===== config.mk =====
export PLATFORM = sky130hd
export DESIGN_NAME = source_token_lexer_top_flat
export DESIGN_NICKNAME = d
export VERILOG_FILES = /design/src/rtl/stl_pkg.sv /design/src/rtl/stl_if.sv /design/src/rtl/stl_front.sv /design/src/rtl/stl_back.sv /design/src/rtl/source_token_lexer_top.sv /design/src/flat_wrapper.sv
export SDC_FILE = /design/constraint.sdc
export NUM_CORES = 2
export LEC_CHECK = 0
export BUFFER_PORTS_ARGS = -buffer_cell sky130_fd_sc_hd__buf_2
export CORE_MARGIN = 2
export CORE_UTILIZATION = 45
export CTS_BUF_LIST = sky130_fd_sc_hd__clkbuf_8 sky130_fd_sc_hd__clkbuf_16
export DETAILED_ROUTE_END_ITERATION = 8
export HOLD_SLACK_MARGIN = 0.05
export PLACE_DENSITY = 0.58
export SLEW_MARGIN = 40
export SYNTH_ARGS = -nofsm -noshare
export SYNTH_HDL_FRONTEND = slang
export SYNTH_SLANG_ARGS = --single-unit

===== constraint.sdc =====
create_clock -name clock -period 10.1 [get_ports clock]
set_input_delay 1.01 -clock clock [delete_from_list [all_inputs] [get_ports clock]]
set_output_delay 1.01 -clock clock [all_outputs]
set_load 0.01 [all_outputs]

===== src/rtl/stl_pkg.sv =====
// Package: token kinds, scan modes, shared types and helper functions for the lexer.
`timescale 1ns / 1ps
package stl_pkg;

   localparam int SourceMaxBytesDefault = 65536;

   // token kinds
   localparam logic [5:0] KIND_DOT        = 6'd5;
   localparam logic [5:0] KIND_SLASH      = 6'd9;
   localparam logic [5:0] KIND_IDENT      = 6'd19;
   localparam logic [5:0] KIND_STRING     = 6'd20;
   localparam logic [5:0] KIND_NUMBER     = 6'd21;
   localparam logic [5:0] KIND_END        = 6'd38;
   localparam logic [5:0] KIND_BADCHAR    = 6'd39;
   localparam logic [5:0] KIND_BADSTRING  = 6'd40;

   // scan modes
   localparam logic [3:0] MODE_IDLE    = 4'd0;
   localparam logic [3:0] MODE_OPER    = 4'd1;
   localparam logic [3:0] MODE_SLASH   = 4'd2;
   localparam logic [3:0] MODE_COMMENT = 4'd3;
   localparam logic [3:0] MODE_STRING  = 4'd4;
   localparam logic [3:0] MODE_NUMBER  = 4'd5;
   localparam logic [3:0] MODE_NUMDOT  = 4'd6;
   localparam logic [3:0] MODE_FRAC    = 4'd7;
   localparam logic [3:0] MODE_WORD    = 4'd8;

   localparam int MaxTokens = 4;
   localparam int QueueDepth = 4;

   // token as it leaves the lexer
   typedef struct packed {
      logic [5:0]  kind;
      logic [15:0] start;
      logic [15:0] length;
      logic [15:0] line;
      logic        last;
   } token_type;

   // all tokens one byte causes (front to back)
   typedef struct packed {
      logic [2:0]                    count;
      token_type [MaxTokens-1:0]     tok;
   } bundle_type;

   function automatic logic digit_char(input logic [7:0] c);
      return (c >= 8'h30) && (c <= 8'h39);
   endfunction

   function automatic logic word_start_char(input logic [7:0] c);
      return ((c >= 8'h61) && (c <= 8'h7a)) || ((c >= 8'h41) && (c <= 8'h5a)) ||
             (c == 8'h5f);
   endfunction

   // saturating span to-from, zero when negative
   function automatic logic [15:0] span(input logic [15:0] from, input logic [16:0] to);
      logic [16:0] d;
      d = (to > {1'b0, from}) ? to - {1'b0, from} : 17'd0;
      return d[16] ? 16'hffff : d[15:0];
   endfunction

   // operator base kind: ! = < >
   function automatic logic [5:0] oper_kind(input logic [1:0] op);
      logic [5:0] k;
      unique case (op)
         2'd0: k = 6'd11;
         2'd1: k = 6'd13;
         2'd2: k = 6'd17;
         default: k = 6'd15;
      endcase
      return k;
   endfunction

   // keyword lookup on packed prefix
   function automatic logic [5:0] word_kind(input logic [47:0] w, input logic [2:0] n);
      logic [5:0] k;
      k = KIND_IDENT;
      unique case (n)
         3'd2: begin
            if (w[15:0] == "if") k = 6'd28;
            if (w[15:0] == "or") k = 6'd30;
         end
         3'd3: begin
            if (w[23:0] == "and") k = 6'd22;
            if (w[23:0] == "fun") k = 6'd26;
            if (w[23:0] == "for") k = 6'd27;
            if (w[23:0] == "nil") k = 6'd29;
            if (w[23:0] == "var") k = 6'd36;
         end
         3'd4: begin
            if (w[31:0] == "else") k = 6'd24;
            if (w[31:0] == "this") k = 6'd34;
            if (w[31:0] == "true") k = 6'd35;
         end
         3'd5: begin
            if (w[39:0] == "class") k = 6'd23;
            if (w[39:0] == "false") k = 6'd25;
            if (w[39:0] == "print") k = 6'd31;
            if (w[39:0] == "super") k = 6'd33;
            if (w[39:0] == "while") k = 6'd37;
         end
         3'd6: begin
            if (w == "return") k = 6'd32;
         end
         default: k = KIND_IDENT;
      endcase
      return k;
   endfunction

endpackage


===== src/rtl/stl_if.sv =====
// Interfaces: valid/ready channels for source bytes and tokens.
`timescale 1ns / 1ps
interface stl_req_if;
   logic       valid;
   logic       ready;
   logic [7:0] text_byte;
   logic       final_byte;
   modport source (output valid, output text_byte, output final_byte, input ready);
   modport sink (input valid, input text_byte, input final_byte, output ready);
endinterface

interface stl_rsp_if;
   logic        valid;
   logic        ready;
   logic [5:0]  token_kind;
   logic [15:0] token_start;
   logic [15:0] token_length;
   logic [15:0] token_line;
   logic        run_last;
   modport source (output valid, output token_kind, output token_start, output token_length,
                   output token_line, output run_last, input ready);
   modport sink (input valid, input token_kind, input token_start, input token_length,
                 input token_line, input run_last, output ready);
endinterface


===== src/rtl/stl_front.sv =====
// Front end: scan state machine, one byte per cycle while take is high, builds the token bundle of each byte.
`timescale 1ns / 1ps
module stl_front #(
   parameter int SOURCE_MAX_BYTES = stl_pkg::SourceMaxBytesDefault
) (
   input  logic                 clock,
   input  logic                 reset,
   input  logic                 take,
   input  logic [7:0]           text_byte,
   input  logic                 final_byte,
   output stl_pkg::bundle_type  bundle
);
   localparam logic [15:0] OffsetCap = (SOURCE_MAX_BYTES - 1 < 65535) ?
                                       16'(SOURCE_MAX_BYTES - 1) : 16'hffff;

   logic [3:0]  mode_ff, mode_in;
   logic [1:0]  op_ff, op_in;
   logic [15:0] offset_ff, offset_in;
   logic [15:0] start_ff, start_in;
   logic [15:0] line_ff, line_in;
   logic [47:0] word_ff, word_in;
   logic [2:0]  wlen_ff, wlen_in;

   always_ff @(posedge clock) begin
      if (reset) begin
         mode_ff   <= stl_pkg::MODE_IDLE;
         op_ff     <= 2'd0;
         offset_ff <= 16'd0;
         start_ff  <= 16'd0;
         line_ff   <= 16'd1;
         word_ff   <= 48'd0;
         wlen_ff   <= 3'd0;
      end else if (take) begin
         mode_ff   <= mode_in;
         op_ff     <= op_in;
         offset_ff <= offset_in;
         start_ff  <= start_in;
         line_ff   <= line_in;
         word_ff   <= word_in;
         wlen_ff   <= wlen_in;
      end
   end

   // next state and emitted tokens for the current byte
   always_comb begin
      logic [7:0]  c;
      logic [15:0] p;
      logic [16:0] p1;
      logic        redo;
      logic [15:0] dot;
      logic [2:0]  n;
      logic [2:0]  n_first;
      logic [5:0]  opk;
      stl_pkg::token_type t;
      c = text_byte;
      p = offset_ff;
      p1 = {1'b0, p} + 17'd1;
      redo = 1'b0;
      n = 3'd0;
      bundle = '0;
      mode_in = mode_ff;
      op_in = op_ff;
      start_in = start_ff;
      line_in = line_ff;
      word_in = word_ff;
      wlen_in = wlen_ff;
      opk = stl_pkg::oper_kind(op_ff);
      dot = (p != 16'd0) ? p - 16'd1 : 16'd0;
      t = '0;

      unique case (mode_ff)
         stl_pkg::MODE_OPER: begin
            if (c == "=") begin
               t = '{opk + 6'd1, start_ff, stl_pkg::span(start_ff, p1), 16'd0, 1'b0};
               bundle.tok[n[1:0]] = t; n = n + 3'd1;
               mode_in = stl_pkg::MODE_IDLE;
            end else begin
               t = '{opk, start_ff, 16'd1, 16'd0, 1'b0};
               bundle.tok[n[1:0]] = t; n = n + 3'd1;
               redo = 1'b1;
            end
         end
         stl_pkg::MODE_SLASH: begin
            if (c == "/") mode_in = stl_pkg::MODE_COMMENT;
            else begin
               t = '{stl_pkg::KIND_SLASH, start_ff, 16'd1, 16'd0, 1'b0};
               bundle.tok[n[1:0]] = t; n = n + 3'd1;
               redo = 1'b1;
            end
         end
         stl_pkg::MODE_COMMENT: begin
            if (c == 8'h0a) redo = 1'b1;
         end
         stl_pkg::MODE_STRING: begin
            if (c == 8'h22) begin
               t = '{stl_pkg::KIND_STRING, start_ff, stl_pkg::span(start_ff, p1), 16'd0,
                     1'b0};
               bundle.tok[n[1:0]] = t; n = n + 3'd1;
               mode_in = stl_pkg::MODE_IDLE;
            end else if (c == 8'h0a && line_in != 16'hffff) line_in = line_in + 16'd1;
         end
         stl_pkg::MODE_NUMBER: begin
            if (c == ".") mode_in = stl_pkg::MODE_NUMDOT;
            else if (!stl_pkg::digit_char(c)) begin
               t = '{stl_pkg::KIND_NUMBER, start_ff, stl_pkg::span(start_ff, {1'b0, p}),
                     16'd0, 1'b0};
               bundle.tok[n[1:0]] = t; n = n + 3'd1;
               redo = 1'b1;
            end
         end
         stl_pkg::MODE_NUMDOT: begin
            if (stl_pkg::digit_char(c)) mode_in = stl_pkg::MODE_FRAC;
            else begin
               t = '{stl_pkg::KIND_NUMBER, start_ff, stl_pkg::span(start_ff, {1'b0, dot}),
                     16'd0, 1'b0};
               bundle.tok[n[1:0]] = t; n = n + 3'd1;
               t = '{stl_pkg::KIND_DOT, dot, 16'd1, 16'd0, 1'b0};
               bundle.tok[n[1:0]] = t; n = n + 3'd1;
               redo = 1'b1;
            end
         end
         stl_pkg::MODE_FRAC: begin
            if (!stl_pkg::digit_char(c)) begin
               t = '{stl_pkg::KIND_NUMBER, start_ff, stl_pkg::span(start_ff, {1'b0, p}),
                     16'd0, 1'b0};
               bundle.tok[n[1:0]] = t; n = n + 3'd1;
               redo = 1'b1;
            end
         end
         stl_pkg::MODE_WORD: begin
            if (stl_pkg::word_start_char(c) || stl_pkg::digit_char(c)) begin
               if (wlen_ff < 3'd6) begin
                  word_in = {word_ff[39:0], c};
                  wlen_in = wlen_ff + 3'd1;
               end else wlen_in = 3'd7;
            end else begin
               t = '{stl_pkg::word_kind(word_ff, wlen_ff), start_ff,
                     stl_pkg::span(start_ff, {1'b0, p}), 16'd0, 1'b0};
               bundle.tok[n[1:0]] = t; n = n + 3'd1;
               redo = 1'b1;
            end
         end
         default: redo = 1'b1;
      endcase
      n_first = n;

      // byte seen with no token open
      if (redo) begin
         mode_in = stl_pkg::MODE_IDLE;
         start_in = p;
         t = '{6'd0, p, 16'd1, 16'd0, 1'b0};
         unique case (c)
            "(": begin t.kind = 6'd0;  bundle.tok[n[1:0]] = t; n = n + 3'd1; end
            ")": begin t.kind = 6'd1;  bundle.tok[n[1:0]] = t; n = n + 3'd1; end
            "{": begin t.kind = 6'd2;  bundle.tok[n[1:0]] = t; n = n + 3'd1; end
            "}": begin t.kind = 6'd3;  bundle.tok[n[1:0]] = t; n = n + 3'd1; end
            ",": begin t.kind = 6'd4;  bundle.tok[n[1:0]] = t; n = n + 3'd1; end
            ".": begin t.kind = stl_pkg::KIND_DOT; bundle.tok[n[1:0]] = t; n = n + 3'd1; end
            "-": begin t.kind = 6'd6;  bundle.tok[n[1:0]] = t; n = n + 3'd1; end
            "+": begin t.kind = 6'd7;  bundle.tok[n[1:0]] = t; n = n + 3'd1; end
            ";": begin t.kind = 6'd8;  bundle.tok[n[1:0]] = t; n = n + 3'd1; end
            "*": begin t.kind = 6'd10; bundle.tok[n[1:0]] = t; n = n + 3'd1; end
            "!": begin mode_in = stl_pkg::MODE_OPER; op_in = 2'd0; end
            "=": begin mode_in = stl_pkg::MODE_OPER; op_in = 2'd1; end
            "<": begin mode_in = stl_pkg::MODE_OPER; op_in = 2'd2; end
            ">": begin mode_in = stl_pkg::MODE_OPER; op_in = 2'd3; end
            "/": mode_in = stl_pkg::MODE_SLASH;
            8'h20, 8'h0d, 8'h09: ;
            8'h0a: if (line_in != 16'hffff) line_in = line_in + 16'd1;
            8'h22: mode_in = stl_pkg::MODE_STRING;
            default: begin
               if (stl_pkg::digit_char(c)) mode_in = stl_pkg::MODE_NUMBER;
               else if (stl_pkg::word_start_char(c)) begin
                  mode_in = stl_pkg::MODE_WORD;
                  word_in = {40'd0, c};
                  wlen_in = 3'd1;
               end else begin
                  t.kind = stl_pkg::KIND_BADCHAR;
                  bundle.tok[n[1:0]] = t; n = n + 3'd1;
               end
            end
         endcase
      end

      // end of source: flush open token, then end token, then reset state
      if (final_byte) begin
         unique case (mode_in)
            stl_pkg::MODE_OPER: begin
               t = '{stl_pkg::oper_kind(op_in), start_in, 16'd1, 16'd0, 1'b0};
               bundle.tok[n[1:0]] = t; n = n + 3'd1;
            end
            stl_pkg::MODE_SLASH: begin
               t = '{stl_pkg::KIND_SLASH, start_in, 16'd1, 16'd0, 1'b0};
               bundle.tok[n[1:0]] = t; n = n + 3'd1;
            end
            stl_pkg::MODE_STRING: begin
               t = '{stl_pkg::KIND_BADSTRING, start_in, stl_pkg::span(start_in, p1),
                     16'd0, 1'b0};
               bundle.tok[n[1:0]] = t; n = n + 3'd1;
            end
            stl_pkg::MODE_NUMBER, stl_pkg::MODE_FRAC: begin
               t = '{stl_pkg::KIND_NUMBER, start_in, stl_pkg::span(start_in, p1),
                     16'd0, 1'b0};
               bundle.tok[n[1:0]] = t; n = n + 3'd1;
            end
            stl_pkg::MODE_NUMDOT: begin
               t = '{stl_pkg::KIND_NUMBER, start_in, stl_pkg::span(start_in, {1'b0, p}),
                     16'd0, 1'b0};
               bundle.tok[n[1:0]] = t; n = n + 3'd1;
               t = '{stl_pkg::KIND_DOT, p, 16'd1, 16'd0, 1'b0};
               bundle.tok[n[1:0]] = t; n = n + 3'd1;
            end
            stl_pkg::MODE_WORD: begin
               t = '{stl_pkg::word_kind(word_in, wlen_in), start_in,
                     stl_pkg::span(start_in, p1), 16'd0, 1'b0};
               bundle.tok[n[1:0]] = t; n = n + 3'd1;
            end
            default: ;
         endcase
         t = '{stl_pkg::KIND_END, (p1 > {1'b0, OffsetCap}) ? OffsetCap : p1[15:0],
               16'd0, 16'd0, 1'b0};
         bundle.tok[n[1:0]] = t; n = n + 3'd1;
      end

      // tokens closed by the byte keep the old line; later ones see this byte's newline
      for (int i = 0; i < stl_pkg::MaxTokens; i++) begin
         bundle.tok[i].line = (3'(i) < n_first) ? line_ff : line_in;
         bundle.tok[i].last = (3'(i) + 3'd1 == n);
      end
      bundle.count = n;

      if (final_byte) begin
         mode_in = stl_pkg::MODE_IDLE;
         op_in = 2'd0;
         offset_in = 16'd0;
         start_in = 16'd0;
         line_in = 16'd1;
         word_in = 48'd0;
         wlen_in = 3'd0;
      end else begin
         offset_in = (p1 > {1'b0, OffsetCap}) ? OffsetCap : p1[15:0];
      end
   end

endmodule


===== src/rtl/stl_back.sv =====
// Back end: queue of token bundles, serialized one token per beat onto the result channel.
`timescale 1ns / 1ps
module stl_back (
   input  logic                clock,
   input  logic                reset,
   input  logic                push,
   input  stl_pkg::bundle_type bundle,
   output logic                has_room,
   stl_rsp_if.source           rsp
);
   localparam int PtrBits = $clog2(stl_pkg::QueueDepth);

   stl_pkg::bundle_type           queue_ff [stl_pkg::QueueDepth];
   logic [PtrBits-1:0]            wr_ff, rd_ff;
   logic [PtrBits:0]              fill_ff;
   logic [1:0]                    sub_ff;
   stl_pkg::token_type            head;
   logic                          pop_tok, pop_bundle, push_q;

   // bundles with no tokens never enter the queue
   assign push_q     = push && (bundle.count != 3'd0);
   assign has_room   = (fill_ff != (PtrBits+1)'(stl_pkg::QueueDepth));
   assign head       = queue_ff[rd_ff].tok[sub_ff];
   assign rsp.valid  = (fill_ff != '0);
   assign pop_tok    = rsp.valid && rsp.ready;
   assign pop_bundle = pop_tok && ({1'b0, sub_ff} + 3'd1 == queue_ff[rd_ff].count);

   assign rsp.token_kind   = head.kind;
   assign rsp.token_start  = head.start;
   assign rsp.token_length = head.length;
   assign rsp.token_line   = head.line;
   assign rsp.run_last     = head.last;

   always_ff @(posedge clock) begin
      if (push_q) queue_ff[wr_ff] <= bundle;
   end

   always_ff @(posedge clock) begin
      if (reset) begin
         wr_ff   <= '0;
         rd_ff   <= '0;
         fill_ff <= '0;
         sub_ff  <= 2'd0;
      end else begin
         if (push_q) wr_ff <= wr_ff + 1'b1;
         if (pop_bundle) begin
            rd_ff  <= rd_ff + 1'b1;
            sub_ff <= 2'd0;
         end else if (pop_tok) sub_ff <= sub_ff + 2'd1;
         fill_ff <= fill_ff + (PtrBits+1)'(push_q) - (PtrBits+1)'(pop_bundle);
      end
   end

endmodule


===== src/rtl/source_token_lexer_top.sv =====
// Top level: streaming lexer, byte channel in, token channel out.
`timescale 1ns / 1ps
// One source byte is taken per clock. The front end resolves the byte against the
// scan state in that same cycle; any tokens it completes (up to four) are written
// as one entry into a four-entry queue; the back end sends one token per beat.
// Input throughput is one byte per cycle as long as the queue has room, so the
// sustained rate is set by the token port: a byte that yields k tokens costs k
// output beats. Results appear at the earliest in the cycle after the byte.
module source_token_lexer_top #(
   parameter int SOURCE_MAX_BYTES = stl_pkg::SourceMaxBytesDefault
) (
   input logic       clock,
   input logic       reset,
   stl_req_if.sink   req,
   stl_rsp_if.source rsp
);
   stl_pkg::bundle_type bundle;
   logic                has_room, take;

   assign req.ready = has_room;
   assign take      = req.valid && req.ready;

   stl_front #(.SOURCE_MAX_BYTES(SOURCE_MAX_BYTES)) u_front (
      .clock      (clock),
      .reset      (reset),
      .take       (take),
      .text_byte  (req.text_byte),
      .final_byte (req.final_byte),
      .bundle     (bundle)
   );

   stl_back u_back (
      .clock    (clock),
      .reset    (reset),
      .push     (take),
      .bundle   (bundle),
      .has_room (has_room),
      .rsp      (rsp)
   );

   // a final byte always produces a token
   a_final_emits: assert property (@(posedge clock) disable iff (reset)
      take && req.final_byte |-> bundle.count != 3'd0)
      else $error("final byte produced no token");

   // no byte causes more than four tokens
   a_count_bound: assert property (@(posedge clock) disable iff (reset)
      take |-> bundle.count <= 3'd4)
      else $error("token count out of range");

   // an end token always closes its run
   a_end_last: assert property (@(posedge clock) disable iff (reset)
      rsp.valid && rsp.token_kind == stl_pkg::KIND_END |-> rsp.run_last)
      else $error("end token not last of run");

endmodule

===== src/flat_wrapper.sv =====
// flat-port wrapper written by rule: the top's interface ports become plain ports
module source_token_lexer_top_flat 
#(
   parameter int SOURCE_MAX_BYTES = stl_pkg::SourceMaxBytesDefault
)
  (clock, reset, req_valid, req_text_byte, req_final_byte, req_ready, rsp_valid, rsp_token_kind, rsp_token_start, rsp_token_length, rsp_token_line, rsp_run_last, rsp_ready);
  stl_req_if req_i ();
  stl_rsp_if rsp_i ();
  input logic clock;
  input logic reset;
  input wire logic [$bits(req_i.valid)-1:0] req_valid;
  input wire logic [$bits(req_i.text_byte)-1:0] req_text_byte;
  input wire logic [$bits(req_i.final_byte)-1:0] req_final_byte;
  output wire logic [$bits(req_i.ready)-1:0] req_ready;
  output wire logic [$bits(rsp_i.valid)-1:0] rsp_valid;
  output wire logic [$bits(rsp_i.token_kind)-1:0] rsp_token_kind;
  output wire logic [$bits(rsp_i.token_start)-1:0] rsp_token_start;
  output wire logic [$bits(rsp_i.token_length)-1:0] rsp_token_length;
  output wire logic [$bits(rsp_i.token_line)-1:0] rsp_token_line;
  output wire logic [$bits(rsp_i.run_last)-1:0] rsp_run_last;
  input wire logic [$bits(rsp_i.ready)-1:0] rsp_ready;
  assign req_i.valid = req_valid;
  assign req_i.text_byte = req_text_byte;
  assign req_i.final_byte = req_final_byte;
  assign req_ready = req_i.ready;
  assign rsp_valid = rsp_i.valid;
  assign rsp_token_kind = rsp_i.token_kind;
  assign rsp_token_start = rsp_i.token_start;
  assign rsp_token_length = rsp_i.token_length;
  assign rsp_token_line = rsp_i.token_line;
  assign rsp_run_last = rsp_i.run_last;
  assign rsp_i.ready = rsp_ready;
  source_token_lexer_top #(.SOURCE_MAX_BYTES(SOURCE_MAX_BYTES)) u_core (.clock(clock), .reset(reset), .req(req_i), .rsp(rsp_i));
endmodule

==> out/results.ini <==
[status]
outcome = complete, no violations

[logic_synthesis]
synth_mux_area_share_pct = 12.8
synth-xor-area-share_pct = 2.23
synth_top_family_by_area = compound AO/OA/AOI/OAI gates
yosysSeqAreaShare_pct = 54.6
synth_ff_type = edfxtp_1
syn_inst = 4330
synth-adder-area-share_pct = 3.02
yosys.area_share.simple_pct = 11.3
syn_area_mm2 = 0.0533
synth_edf_count = 892
synth-seq-cells = 1008
syn_nets = 4465
synth_compound_area_share_pct = 13.0
synth.distinct_cells = 114
synthArstFlopShare_pct = 0
yosys_warnings = 0
avgSynthCellArea_um2 = 12.3

[worst_setup_path]
required_ps = 10680
crit_buf_inv = 6
crit_family = simple AND/OR/NAND/NOR gates
r2r_slack_ps = 2650
crit_slowest_cell = xnor2_1
cp.arrival_ps = 8260
rr_endpoint = u_core.u_back.fill_ff[2]
crit_fanout = 30
crit_start = req_text_byte[0]
worst_setup_path_end_kind = flop
slowest_delay_ps = 860
reg2regPathDepth = 27
worstSetupPathType = primary input to flop
startpoint_type = primary input
regToRegStartpoint = u_core.u_front.mode_ff[1]

[power_and_ir_drop]
worst_ir_drop_vdd_v = 0.000154
power_density_mw_per_mm2 = 193
power.leakage_nw = 19.6

[clocking]
tritoncts.num_buffers = 105
cts.reportedPaths.clkPinSlew_ps = 70
post_cts_resized = 0
tritoncts = yes
postCtsHoldBufs = 0
clock_path_buffers = 3
numClockSinks = 1008
clock_latency_ps = 740
root_buffer = clkbuf_16
htreeDepth = 3
cts_setup_buffers = 0

[timing]
finalCritPeriodShare_pct = 76.1
hold_violations = 0
fin_setup_tns_ps = 0
slew_headroom_pct = 35.3
skew_ps = 53.3
finalSetupViolations = 0
rsz0062_at_grt = no
hold_ws_ps = 506
fmax_mhz = 130
tightest_slew_ps = 963
fin_crit_ps = 7680
slew_violations = 0

[die]
dieArea_mm2 = 0.121
start_util_pct = 45.3
die_w_um = 348
io_pins = 70
design.core.area_mm2 = 0.118
std_cell_rows = 126
die_y_um = 348

[cells_and_area]
nets = 4462
drive_above_1_share_pct = 17.4
final-seq-area_mm2 = 0.0291
multi_input_area_mm2 = 0.0228
fillers = 10200
syn_to_final_growth_pct = 11.4

[route]
drtAntennaViolNets = 0
wl_per_cell_um = 28.1
wirelength_um = 168000
drtIter0Drc = 4787
dr.pass1.iters = 6
vias = 38400
remaining_drc_errors = 0
vias_per_cell = 6.45

[hold_path]
holdPathEnd = u_core.u_front.word_ff[44]
min_from = u_core.u_front.word_ff[44]
hold-path-cell-count = 2
hold_path_class = flop to flop

[global_route]
grt_pass1_wl_um = 248000
grt_pass1_vias = 37000
grt_usage_pct = 27.3
antenna_found_initial = 7
gr-total-overflow = 0
grt_max_degree = 116

[placement]
portBuffers = 69
place_hpwl_um = 112000
gp_congestion = 1.00

[job]
maxCapViolations = 0

## through the flow
step	worst slack [ps]	cells	power, mW	util, %	cell area (um2)
2_1_floorplan	1740	4330	6.73	-	53300
3_3_place_gp	2060	5749	7.55	47.2	55500
3_5_place_dp	1880	5753	7.58	47.3	55700
4_1_cts	2560	5952	11.6	50.4	59400
5_1_grt	1880	5955	11.9	50.5	59400
6_report	2420	5956	11.5	50.5	59400
## worst max-delay path by stage
stage                                    to  slack, ps  depth (start not counted)
3_3_place_gp       u_core.u_back.fill_ff[2]       2060                         26
3_5_place_dp       u_core.u_back.fill_ff[2]       1880                         26
4_1_cts            u_core.u_back.fill_ff[2]       2560                         26
5_1_grt            u_core.u_back.fill_ff[2]       1880                         26
2_1_floorplan  u_core.u_back.queue_ff[0][0]       1740                         21
6_report           u_core.u_back.fill_ff[2]       2420                         26
## flip-flops by register name, indices dropped and copies added, names as in the netlist, named ones only
register	flops
u_core.u_back.rd_ff	2
u_core.u_back.fill_ff	3
u_core.u_front.wlen_ff	3
u_core.u_front.op_ff	2
u_core.u_front.start_ff	16
u_core.u_back.queue_ff	892
u_core.u_front.mode_ff	4
u_core.u_back.wr_ff	2
u_core.u_front.word_ff	48
u_core.u_front.line_ff	16
u_core.u_back.sub_ff	2
u_core.u_front.offset_ff	16
## cells by family (layout without fill, tap and decap cells)
kind of cell | after synthesis | count (layout)
mux | 330 | 330
compound gates | 1054 | 1054
simple gates | 1251 | 1251
flops | 1008 | 1008
fa+ha+maj | 126 | 126
buf+inv | 425 | 514
xor+xnor | 136 | 136
other cells | 0 | 1
## final cells by class
class | instances | share of cell area [%]
diodes | 1 | 0.00421
clock buffers | 115 | 4.65
clock inverters | 84 | 1.45
inverters | 131 | 0.827
multi-input cells | 2897 | 38.4
flip-flops and latches | 1008 | 49.0
well taps | 1536 | 3.23
repair buffers | 184 | 2.45
## Yosys cell counts, types with 22 or more instances
cell type	n	area share, %
a31oi_1	24	0.28
a21oi_1	285	2.7
o22ai_1	34	0.40
buf_2	34	0.32
mux2i_1	28	0.53
and3_1	37	0.43
a221oi_1	26	0.43
nand3_1	80	0.75
nor3_1	92	0.86
nor2b_1	48	0.56
o21ai_0	224	2.1
inv_1	127	0.89
a21boi_0	30	0.42
mux4_2	278	12
xnor2_1	83	1.4
nor4_1	33	0.39
clkbuf_1	217	1.5
nand4_1	37	0.43
nor2_1	396	2.8
a22o_1	26	0.43
buf_1	37	0.26
nand2_1	342	2.4
and2_1	23	0.27
a22oi_1	130	1.8
mux2_2	24	0.51
xor2_1	53	0.87
a211oi_1	22	0.31
dfxtp_1	116	4.4
a21o_1	43	0.61
ha_1	116	2.7
edfxtp_1	892	50
nand2b_1	37	0.43
## placed cells by master, fill, tap and decap left out, types with 15 or more instances in the layout
| cell type | instances |
|---|---|
| a222oi_1 | 15 |
| dfxtp_1 | 112 |
| buf_12 | 17 |
| o2bb2ai_1 | 15 |
| a21oi_1 | 282 |
| clkinv_2 | 22 |
| a21o_1 | 43 |
| buf_2 | 70 |
| inv_1 | 148 |
| mux2_2 | 24 |
| a211oi_1 | 20 |
| a22o_1 | 26 |
| nor2_1 | 387 |
| nand3_1 | 80 |
| o21ai_0 | 219 |
| a21boi_0 | 30 |
| or2_2 | 21 |
| nand4_1 | 37 |
| xnor2_1 | 80 |
| nor3_1 | 91 |
| nand2b_1 | 37 |
| o31ai_1 | 16 |
| a31oi_1 | 24 |
| mux4_2 | 278 |
| xor2_1 | 53 |
| nor2b_1 | 48 |
| nand2_1 | 337 |
| o22ai_1 | 34 |
| buf_4 | 88 |
| ha_1 | 115 |
| and3_1 | 37 |
| clkbuf_16 | 105 |
| and2_1 | 18 |
| a221oi_1 | 26 |
| or3_1 | 19 |
| mux2i_1 | 28 |
| a22oi_1 | 130 |
| edfxtp_1 | 892 |
| nor4_1 | 30 |
## layer usage
layer / up-vias / GRT usage (%) / wire, um
met3: 365 / 4.89 / 15300
met1: 19300 / 40.1 / 71900
met2: 1940 / 40.7 / 73800
met5: - / 0 / 28
met4: 4 / 10.2 / 6390
li1: 16800 / - / -
## power breakdown
group	total, mW	internal (mW)	switching (mW)
registers	5.13	5.02	0.117
clock network	3.98	2.30	1.68
logic	2.35	0.913	1.44
## tightest hold or removal path, cell delays in order, from the launching register on
cell     delay (ps)
dfxtp_1         330
a22oi_1          70
nor2_1           70
(Power assumes the default switching activity.)
